**config.mk**
```make
export PLATFORM = sky130hd
export DESIGN_NAME = c_word_classifier
export DESIGN_NICKNAME = d
export VERILOG_FILES = /design/src/rtl/core/cwc_pkg.sv /design/src/rtl/core/cwc_word_fifo.sv /design/src/rtl/core/cwc_word_front.sv /design/src/rtl/core/cwc_match_back.sv /design/src/rtl/core/c_word_classifier.sv
export VERILOG_INCLUDE_DIRS = /design/src /design/src/rtl/core
export SDC_FILE = /design/constraint.sdc
export NUM_CORES = 1
export LEC_CHECK = 0
export BUFFER_PORTS_ARGS = -buffer_cell sky130_fd_sc_hd__buf_4
export CAP_MARGIN = 20
export CORE_MARGIN = 2
export CORE_UTILIZATION = 36
export CTS_BUF_LIST = sky130_fd_sc_hd__clkbuf_4 sky130_fd_sc_hd__clkbuf_8 sky130_fd_sc_hd__clkbuf_16
export DETAILED_ROUTE_END_ITERATION = 10
export PLACE_DENSITY = 0.51
export RECOVER_POWER = 25
export SYNTH_ARGS = -nofsm -noshare
export SYNTH_HDL_FRONTEND = slang
export SYNTH_SLANG_ARGS = --single-unit
```
**constraint.sdc**
```tcl
create_clock -name clk -period 15.44 [get_ports clk]
set_input_delay 3.088 -clock clk [delete_from_list [all_inputs] [get_ports clk]]
set_output_delay 3.088 -clock clk [all_outputs]
set_load 0.1 [all_outputs]
```
**src/rtl/core/c_word_classifier_defines.svh**
```systemverilog
// Assertion macros shared by the word classifier modules.
// Both expect clk and rst_n in scope.
`ifndef C_WORD_CLASSIFIER_DEFINES_SVH
`define C_WORD_CLASSIFIER_DEFINES_SVH

// same-cycle implication
`define CWC_ASSERT_NOW(label, ante, cons) \
    label: assert property (@(posedge clk) disable iff (!rst_n) (ante) |-> (cons)) \
        else $error("word classifier check failed");

// next-cycle implication
`define CWC_ASSERT_NEXT(label, ante, cons) \
    label: assert property (@(posedge clk) disable iff (!rst_n) (ante) |=> (cons)) \
        else $error("word classifier check failed");

`endif

```
**src/rtl/core/cwc_pkg.sv**
```systemverilog
package cwc_pkg;

    localparam int MATCH_LEN = 16;
    localparam int CNT_W     = $clog2(MATCH_LEN + 2);
    localparam int IDX_W     = $clog2(MATCH_LEN);
    localparam int LINE_W    = 32;
    localparam int LEN_W     = 5;
    localparam int CLS_W     = 3;

    localparam int TOK_MAX   = 14;
    localparam int TOK_LEN_W = 4;
    localparam int KW_COUNT  = 44;
    localparam int PU_COUNT  = 16;
    localparam int OP_COUNT  = 36;

    localparam int Q_DEPTH   = 2;
    localparam int Q_PTR_W   = $clog2(Q_DEPTH);
    localparam int Q_CNT_W   = $clog2(Q_DEPTH + 1);

    localparam logic [CLS_W-1:0] CLS_KEYWORD = 3'd0;
    localparam logic [CLS_W-1:0] CLS_PUNCT   = 3'd1;
    localparam logic [CLS_W-1:0] CLS_OPER    = 3'd2;
    localparam logic [CLS_W-1:0] CLS_IDENT   = 3'd3;
    localparam logic [CLS_W-1:0] CLS_UNKNOWN = 3'd4;

    localparam logic [7:0] CH_SPACE   = 8'd32;
    localparam logic [7:0] CH_TAB     = 8'd9;
    localparam logic [7:0] CH_NEWLINE = 8'd10;
    localparam logic [7:0] CH_CR      = 8'd13;
    localparam logic [7:0] CH_UNDER   = 8'd95;

    typedef logic [MATCH_LEN-1:0][7:0] word_t;
    typedef logic [CNT_W-1:0]          cnt_t;
    typedef logic [LINE_W-1:0]         line_t;
    typedef logic [TOK_MAX*8-1:0]      tok_text_t;

    typedef struct packed {
        word_t text;
        cnt_t  count;
        logic  ident_ok;
        line_t line;
    } word_rec_t;

    typedef struct packed {
        logic full;
        logic empty;
    } q_status_t;

    // text is right-aligned: last char in the low byte
    typedef struct packed {
        logic [TOK_LEN_W-1:0] len;
        tok_text_t            text;
    } tok_entry_t;

    localparam tok_entry_t KW_TABLE [KW_COUNT] = '{
        '{4'd4,  tok_text_t'("auto")},     '{4'd5,  tok_text_t'("break")},
        '{4'd4,  tok_text_t'("case")},     '{4'd4,  tok_text_t'("char")},
        '{4'd5,  tok_text_t'("const")},    '{4'd8,  tok_text_t'("continue")},
        '{4'd7,  tok_text_t'("default")},  '{4'd2,  tok_text_t'("do")},
        '{4'd6,  tok_text_t'("double")},   '{4'd4,  tok_text_t'("else")},
        '{4'd4,  tok_text_t'("enum")},     '{4'd6,  tok_text_t'("extern")},
        '{4'd5,  tok_text_t'("float")},    '{4'd3,  tok_text_t'("for")},
        '{4'd4,  tok_text_t'("goto")},     '{4'd2,  tok_text_t'("if")},
        '{4'd6,  tok_text_t'("inline")},   '{4'd3,  tok_text_t'("int")},
        '{4'd4,  tok_text_t'("long")},     '{4'd8,  tok_text_t'("register")},
        '{4'd8,  tok_text_t'("restrict")}, '{4'd6,  tok_text_t'("return")},
        '{4'd5,  tok_text_t'("short")},    '{4'd6,  tok_text_t'("signed")},
        '{4'd6,  tok_text_t'("sizeof")},   '{4'd6,  tok_text_t'("static")},
        '{4'd6,  tok_text_t'("struct")},   '{4'd6,  tok_text_t'("switch")},
        '{4'd7,  tok_text_t'("typedef")},  '{4'd5,  tok_text_t'("union")},
        '{4'd8,  tok_text_t'("unsigned")}, '{4'd4,  tok_text_t'("void")},
        '{4'd8,  tok_text_t'("volatile")}, '{4'd5,  tok_text_t'("while")},
        '{4'd8,  tok_text_t'("_Alignas")}, '{4'd8,  tok_text_t'("_Alignof")},
        '{4'd7,  tok_text_t'("_Atomic")},  '{4'd5,  tok_text_t'("_Bool")},
        '{4'd8,  tok_text_t'("_Complex")}, '{4'd8,  tok_text_t'("_Generic")},
        '{4'd10, tok_text_t'("_Imaginary")},
        '{4'd9,  tok_text_t'("_Noreturn")},
        '{4'd14, tok_text_t'({"_Static", "_assert"})},
        '{4'd13, tok_text_t'({"_Thread", "_local"})}
    };

    localparam tok_entry_t PU_TABLE [PU_COUNT] = '{
        '{4'd1, tok_text_t'("{")},  '{4'd1, tok_text_t'("}")},
        '{4'd1, tok_text_t'("[")},  '{4'd1, tok_text_t'("]")},
        '{4'd1, tok_text_t'("(")},  '{4'd1, tok_text_t'(")")},
        '{4'd1, tok_text_t'("#")},  '{4'd2, tok_text_t'("##")},
        '{4'd1, tok_text_t'(";")},  '{4'd1, tok_text_t'(":")},
        '{4'd1, tok_text_t'("?")},  '{4'd1, tok_text_t'(".")},
        '{4'd2, tok_text_t'("->")}, '{4'd1, tok_text_t'(",")},
        '{4'd3, tok_text_t'("...")}, '{4'd1, tok_text_t'("@")}
    };

    localparam tok_entry_t OP_TABLE [OP_COUNT] = '{
        '{4'd1, tok_text_t'("+")},   '{4'd1, tok_text_t'("-")},
        '{4'd1, tok_text_t'("*")},   '{4'd1, tok_text_t'("/")},
        '{4'd1, tok_text_t'("%")},   '{4'd2, tok_text_t'("++")},
        '{4'd2, tok_text_t'("--")},  '{4'd1, tok_text_t'("=")},
        '{4'd2, tok_text_t'("+=")},  '{4'd2, tok_text_t'("-=")},
        '{4'd2, tok_text_t'("*=")},  '{4'd2, tok_text_t'("/=")},
        '{4'd2, tok_text_t'("%=")},  '{4'd2, tok_text_t'("&=")},
        '{4'd2, tok_text_t'("|=")},  '{4'd2, tok_text_t'("^=")},
        '{4'd3, tok_text_t'("<<=")}, '{4'd3, tok_text_t'(">>=")},
        '{4'd2, tok_text_t'("==")},  '{4'd2, tok_text_t'("!=")},
        '{4'd1, tok_text_t'(">")},   '{4'd1, tok_text_t'("<")},
        '{4'd2, tok_text_t'(">=")},  '{4'd2, tok_text_t'("<=")},
        '{4'd2, tok_text_t'("&&")},  '{4'd2, tok_text_t'("||")},
        '{4'd1, tok_text_t'("!")},   '{4'd1, tok_text_t'("&")},
        '{4'd1, tok_text_t'("|")},   '{4'd1, tok_text_t'("^")},
        '{4'd1, tok_text_t'("~")},   '{4'd2, tok_text_t'("<<")},
        '{4'd2, tok_text_t'(">>")},  '{4'd1, tok_text_t'("?")},
        '{4'd1, tok_text_t'(":")},   '{4'd1, tok_text_t'(".")}
    };

    function automatic logic is_space(logic [7:0] c);
        return (c == CH_SPACE) || ((c >= CH_TAB) && (c <= CH_CR));
    endfunction

    function automatic logic is_letter(logic [7:0] c);
        return ((c >= 8'd65) && (c <= 8'd90)) || ((c >= 8'd97) && (c <= 8'd122));
    endfunction

    function automatic logic is_digit(logic [7:0] c);
        return (c >= 8'd48) && (c <= 8'd57);
    endfunction

    function automatic logic tok_match(word_t w, cnt_t n, tok_entry_t e);
        logic hit;
        hit = (n == cnt_t'(e.len));
        for (int i = 0; i < TOK_MAX; i++)
        begin
            if ((i < int'(e.len)) && (w[i] != e.text[8*(int'(e.len) - 1 - i) +: 8]))
            begin
                hit = 1'b0;
            end
        end
        return hit;
    endfunction

    function automatic logic [CLS_W-1:0] classify(word_rec_t r);
        logic kw;
        logic pu;
        logic op;
        kw = 1'b0;
        pu = 1'b0;
        op = 1'b0;
        for (int i = 0; i < KW_COUNT; i++)
        begin
            kw = kw | tok_match(r.text, r.count, KW_TABLE[i]);
        end
        for (int i = 0; i < PU_COUNT; i++)
        begin
            pu = pu | tok_match(r.text, r.count, PU_TABLE[i]);
        end
        for (int i = 0; i < OP_COUNT; i++)
        begin
            op = op | tok_match(r.text, r.count, OP_TABLE[i]);
        end
        if (kw)
        begin
            return CLS_KEYWORD;
        end
        else if (pu)
        begin
            return CLS_PUNCT;
        end
        else if (op)
        begin
            return CLS_OPER;
        end
        else if (r.ident_ok)
        begin
            return CLS_IDENT;
        end
        return CLS_UNKNOWN;
    endfunction

endpackage

```
**src/rtl/core/cwc_word_fifo.sv**
```systemverilog
`include "c_word_classifier_defines.svh"

module cwc_word_fifo
    import cwc_pkg::*;
(
    input  logic      clk,
    input  logic      rst_n,
    input  logic      push,
    input  word_rec_t wr_rec,
    input  logic      pop,
    output word_rec_t rd_rec,
    output q_status_t status
);

    word_rec_t            mem [Q_DEPTH];
    logic [Q_PTR_W-1:0]   wr_ptr_reg;
    logic [Q_PTR_W-1:0]   wr_ptr_next;
    logic [Q_PTR_W-1:0]   rd_ptr_reg;
    logic [Q_PTR_W-1:0]   rd_ptr_next;
    logic [Q_CNT_W-1:0]   fill_reg;
    logic [Q_CNT_W-1:0]   fill_next;

    function automatic logic [Q_PTR_W-1:0] ptr_inc(logic [Q_PTR_W-1:0] p);
        if (p == Q_PTR_W'(Q_DEPTH - 1))
        begin
            return '0;
        end
        return p + 1'b1;
    endfunction

    always_comb
    begin
        wr_ptr_next = push ? ptr_inc(wr_ptr_reg) : wr_ptr_reg;
        rd_ptr_next = pop ? ptr_inc(rd_ptr_reg) : rd_ptr_reg;
        fill_next   = fill_reg;
        if (push && !pop)
        begin
            fill_next = fill_reg + 1'b1;
        end
        else if (pop && !push)
        begin
            fill_next = fill_reg - 1'b1;
        end
    end

    always_ff @(posedge clk or negedge rst_n)
    begin
        if (!rst_n)
        begin
            wr_ptr_reg <= '0;
            rd_ptr_reg <= '0;
            fill_reg   <= '0;
        end
        else
        begin
            wr_ptr_reg <= wr_ptr_next;
            rd_ptr_reg <= rd_ptr_next;
            fill_reg   <= fill_next;
        end
    end

    always_ff @(posedge clk)
    begin
        if (push)
        begin
            mem[wr_ptr_reg] <= wr_rec;
        end
    end

    assign rd_rec       = mem[rd_ptr_reg];
    assign status.full  = (fill_reg == Q_CNT_W'(Q_DEPTH));
    assign status.empty = (fill_reg == '0);

    `CWC_ASSERT_NOW(a_no_overflow, push, !status.full)
    `CWC_ASSERT_NOW(a_no_underflow, pop, !status.empty)

endmodule

```
**src/rtl/core/cwc_word_front.sv**
```systemverilog
`include "c_word_classifier_defines.svh"

module cwc_word_front
    import cwc_pkg::*;
(
    input  logic       clk,
    input  logic       rst_n,
    input  logic       in_valid,
    output logic       in_ready,
    input  logic [7:0] char_code,
    input  logic       end_of_text,
    input  q_status_t  q_status,
    output logic       push,
    output word_rec_t  rec
);

    word_t text_reg;
    cnt_t  count_reg;
    cnt_t  count_next;
    logic  ident_reg;
    logic  ident_next;
    line_t line_reg;
    line_t line_next;
    logic  accept;
    logic  word_end;
    logic  char_ok;
    logic  buf_wr;

    assign in_ready = !q_status.full;
    assign accept   = in_valid && in_ready;
    assign word_end = end_of_text || is_space(char_code);
    assign push     = accept && word_end && (count_reg != '0);
    assign buf_wr   = accept && !word_end && (count_reg < cnt_t'(MATCH_LEN));

    always_comb
    begin
        char_ok    = (count_reg == '0) ? (is_letter(char_code) || char_code == CH_UNDER)
                   : (is_letter(char_code) || is_digit(char_code) || char_code == CH_UNDER);
        count_next = count_reg;
        ident_next = ident_reg;
        line_next  = line_reg;
        if (accept)
        begin
            if (word_end)
            begin
                count_next = '0;
                ident_next = 1'b1;
                if (!end_of_text && char_code == CH_NEWLINE && line_reg != '1)
                begin
                    line_next = line_reg + 1'b1;
                end
            end
            else
            begin
                ident_next = ident_reg && char_ok;
                if (count_reg <= cnt_t'(MATCH_LEN))
                begin
                    count_next = count_reg + 1'b1;
                end
            end
        end
    end

    always_ff @(posedge clk or negedge rst_n)
    begin
        if (!rst_n)
        begin
            count_reg <= '0;
            ident_reg <= 1'b1;
            line_reg  <= line_t'(1);
        end
        else
        begin
            count_reg <= count_next;
            ident_reg <= ident_next;
            line_reg  <= line_next;
        end
    end

    always_ff @(posedge clk)
    begin
        if (buf_wr)
        begin
            text_reg[count_reg[IDX_W-1:0]] <= char_code;
        end
    end

    assign rec.text     = text_reg;
    assign rec.count    = count_reg;
    assign rec.ident_ok = ident_reg;
    assign rec.line     = line_reg;

    `CWC_ASSERT_NOW(a_count_bound, 1'b1, count_reg <= cnt_t'(MATCH_LEN + 1))
    `CWC_ASSERT_NEXT(a_clear_after_flush, push, count_reg == '0 && ident_reg)

endmodule

```
**src/rtl/core/cwc_match_back.sv**
```systemverilog
module cwc_match_back
    import cwc_pkg::*;
(
    input  logic              clk,
    input  logic              rst_n,
    input  q_status_t         q_status,
    input  word_rec_t         rd_rec,
    output logic              pop,
    output logic              out_valid,
    input  logic              out_ready,
    output logic [CLS_W-1:0]  token_class,
    output line_t             line_num,
    output logic [LEN_W-1:0]  word_length
);

    logic             valid_reg;
    logic             valid_next;
    logic [CLS_W-1:0] class_reg;
    line_t            line_reg;
    logic [LEN_W-1:0] len_reg;

    assign pop = !q_status.empty && (!valid_reg || out_ready);

    always_comb
    begin
        valid_next = valid_reg;
        if (pop)
        begin
            valid_next = 1'b1;
        end
        else if (out_ready)
        begin
            valid_next = 1'b0;
        end
    end

    always_ff @(posedge clk or negedge rst_n)
    begin
        if (!rst_n)
        begin
            valid_reg <= 1'b0;
        end
        else
        begin
            valid_reg <= valid_next;
        end
    end

    always_ff @(posedge clk)
    begin
        if (pop)
        begin
            class_reg <= classify(rd_rec);
            line_reg  <= rd_rec.line;
            len_reg   <= LEN_W'(rd_rec.count);
        end
    end

    assign out_valid   = valid_reg;
    assign token_class = class_reg;
    assign line_num    = line_reg;
    assign word_length = len_reg;

endmodule

```
**src/rtl/core/c_word_classifier.sv**
```systemverilog
// Word classifier for C text. One text byte (or an end-of-text flag) per beat; whitespace ends
// a word and each finished word yields one beat: class, line number and length. The block
// takes one byte per cycle while the queue has room. A word's table lookup runs in the match
// stage as it leaves the two-entry word queue; the queue and the output register let input
// continue while the output side stalls, and input stalls only once both queue entries hold
// unread words. Words beyond sixteen bytes report length 17 and never match a table entry.
module c_word_classifier
    import cwc_pkg::*;
(
    input  logic        clk,
    input  logic        rst_n,
    input  logic        s_axis_tvalid,
    output logic        s_axis_tready,
    input  logic [7:0]  s_axis_tdata,   // [7:0] char_code
    input  logic        s_axis_tuser,   // [0] end_of_text
    output logic        m_axis_tvalid,
    input  logic        m_axis_tready,
    output logic [39:0] m_axis_tdata    // [2:0] token_class, [34:3] line number,
                                        // [39:35] word_length
);

    q_status_t        q_status;
    logic             push;
    logic             pop;
    word_rec_t        wr_rec;
    word_rec_t        rd_rec;
    logic [CLS_W-1:0] token_class;
    line_t            line_num;
    logic [LEN_W-1:0] word_length;

    cwc_word_front u_front (
        .clk         (clk),
        .rst_n       (rst_n),
        .in_valid    (s_axis_tvalid),
        .in_ready    (s_axis_tready),
        .char_code   (s_axis_tdata),
        .end_of_text (s_axis_tuser),
        .q_status    (q_status),
        .push        (push),
        .rec         (wr_rec)
    );

    cwc_word_fifo u_fifo (
        .clk    (clk),
        .rst_n  (rst_n),
        .push   (push),
        .wr_rec (wr_rec),
        .pop    (pop),
        .rd_rec (rd_rec),
        .status (q_status)
    );

    cwc_match_back u_back (
        .clk         (clk),
        .rst_n       (rst_n),
        .q_status    (q_status),
        .rd_rec      (rd_rec),
        .pop         (pop),
        .out_valid   (m_axis_tvalid),
        .out_ready   (m_axis_tready),
        .token_class (token_class),
        .line_num    (line_num),
        .word_length (word_length)
    );

    assign m_axis_tdata = {word_length, line_num, token_class};

endmodule
```
==> metrics.txt <==
Clock H-tree levels=2; TNS Setup=0 ps; Crit path top cell by count=buf_4; Final Skew=just under 30 ps; Clock Sinks=just under 500; DPL Wire Length=around 41 mm; Largest register FFs=300; Finish-stage setup viols=0; core area=0.0575 mm2; Vias=around 13000; Port Buffers=54; nets=around 1500; RSZ-0062 raised after global routing=no; share of layout cells above drive strength 1=approximately 15%; Clock transition at path regs=60 ps; Ys Warns=0; final slew viol count=0; Syn Inst Count=about 1400; WL per Instance=25.1 um; status=complete, no violations; GP Congestion=between 0.9 and 1; f_max=roughly 140 MHz; CTS tree=done; Data required, critical path=~16000 ps; total CTS buffers=between 40 and 50; drt initial violations=around 1400; largest stage delay on the critical path=900 ps; Die Y=between 200 and 250 um; Syn-to-layout area delta=13.2%; CP max-delay cell=buf_4; grt ovf=0; Mapped Nets=1423; global router's overall resource usage=a little under a fifth; Setup Buffers After CTS=0; Hold Violations, Final=0; Final period util=a little under half; Synth Register Bits=approximately 500; num rows=88; initial antenna violation count=1; final WL=~57 mm; IO Pins=between 50 and 60; Synth Cell Area=0.0208 mm2; largest net degree at the start of global routing=95; most frequent cells in the layout=452 x edfxtp_1, 119 x nor2_1, 62 x buf_4; Resize count post-CTS=0; Routed Antenna Nets=0; drt via density=between 5 and 6; Post-route DRC=0; footprint of the multi-input gates=a little under 0.006 mm2; PD cells=approximately 160 mW/mm2; n_diodes=0; CP endpoint kind=flop; Synth cell types=slightly above 90; Longest Clk Path Bufs=3; ys async rst share=a little under 9%; crit path kind=in2reg; Seq/Total Area, Yosys=a little over two thirds; Synth area leaders=edfxtp_1 65%, dfrtp_1 4.9%, mux2_2 2.3%; Die Area=roughly 0.06 mm2; worst min-delay path class=reg2reg; syn avg cell area=~15 um2; total power=just under 4000 uW; Post-synth EDFFs=approximately 450; CP arrival=7190 ps; top cell type's share of synthesized area=between 60% and 70%; Largest Register=u_fifo.mem; P_leak=approximately 0.0075 uW; drt first pass iters=5; max-cap viol count=0; CP Max Fanout=between 70 and 80; crit path time final=7000 ps; fill count=5293; starting density of the core=between 30% and 40%; vias in the first global route=between 10000 and 15000; Die Wd=between 200 and 250 um; Cell Chain, Critical Path=buf_4 > or4b_1 > a21oi_1 > o21a_1 > o21ai_2 > nor2b_1 > nor2b_4 > buf_4 > buf_4; Worst slew margin=between 20 and 25%; slew of the pin with the lowest slew margin=about 1200 ps; CTS Hold Bufs=0; Root Buffer=clkbuf_16; first-pass GRT wire length=roughly 84 mm; Max IR drop VDD=approximately 0.15 mV; element type at the critical path start=primary input; commonest non-fill, non-tap cell in the layout=edfxtp_1; Synth area leader=edfxtp_1; Top FF cell, synth=edfxtp_1; Worst-Skew Late Latency=approximately 570 ps; Sequential Area=0.0147 mm2
-- critical path, delay by kind of cell --
family / cells / cell delay (ps)
AO/OA/AOI/OAI: 3 / 470
buffers and inverters: 3 / 1770
AND/OR/NAND/NOR: 3 / 1680
-- final cells by class --
type | instances | area share (%)
sequential | 495 | 62.2
clock buffer | 64 | 5.73
timing repair buffer | 62 | 1.97
tap | 765 | 4.06
clock inverter | 25 | 0.807
inverter | 24 | 0.382
multi-input combinational | 853 | 24.9
-- metrics by stage --
stage / setup WS, ps / instance area [um2] / std cells / util [%] / hold WS (ps)
floorplan: 3900 / 20800 / 1404 / - / 421
global placement: 7820 / 22000 / 2199 / 38.3 / 425
detailed placement: 7780 / 22000 / 2199 / 38.3 / 431
CTS: 8370 / 23600 / 2288 / 41.0 / 441
global route: 8120 / 23600 / 2288 / 41.0 / 456
finish: 8440 / 23600 / 2288 / 41.0 / 424
-- metal layers --
| layer | part of all wire, % | GRT usage [%] |
|---|---|---|
| met5 | 0 | 0 |
| met4 | 3.0 | 6.49 |
| met3 | 5.9 | 3.41 |
| met2 | 45 | 29.2 |
| met1 | 46 | 27.2 |
-- synthesized netlist by cell type, types with 7 or more instances --
library cell	n
or3_1	7
nand4b_1	15
o21ai_0	13
buf_6	9
and3_1	17
mux2i_1	10
nand3_1	36
and3b_1	27
nor4bb_1	13
dfrtp_1	41
nor2b_1	16
nand2b_1	12
edfxtp_1	452
buf_2	10
inv_1	24
o32ai_1	9
a32oi_1	13
and4b_1	7
o22ai_1	31
nand3b_1	20
nor2_1	119
nand4_1	29
mux2_2	42
nor3_1	58
nor4_1	42
nand2_1	53
a31oi_1	11
xnor2_1	20
a21oi_1	20
buf_4	7
nor4b_1	18
xor2_1	18
a22oi_1	10
nor3b_1	33
-- power by group --
part	switching, uW	leakage, uW	total, uW	internal [uW]
sequential	104	0.00464	1760	1650
combinational	741	0.00212	980	239
clock	484	0.000781	1140	653
-- logic make-up (layout without fill, tap and decap cells) --
group / after synthesis / count (layout) / synth area share (%)
multiplexers: 52 / 52 / 2.75
AO/OA/AOI/OAI: 178 / 178 / 6.42
flip-flops: 495 / 495 / 70.3
AND/OR/NAND/NOR: 579 / 579 / 17.0
adder cells (fa/ha/maj): 6 / 6 / 0.360
XOR/XNOR: 38 / 38 / 1.60
buffers and inverters: 56 / 175 / 1.52
-- final timing paths --
check	start	end	slack [ps]	depth (start not counted)
max	s_axis_tdata[1]	u_fifo.mem[0][111]	8440	9
min	u_front.rec[99]	u_fifo.mem[0][99]	420	0
max reg2reg	u_fifo.rd_ptr_reg	u_back.token_class[2]	10370	9
min reg2reg	u_front.rec[99]	u_fifo.mem[0][99]	420	0
max in group asynchronous	rst_n	u_fifo.rd_ptr_reg	12450	1
min in group asynchronous	rst_n	u_front.line_reg[2]	2530	1
(Power assumes the default switching activity.)
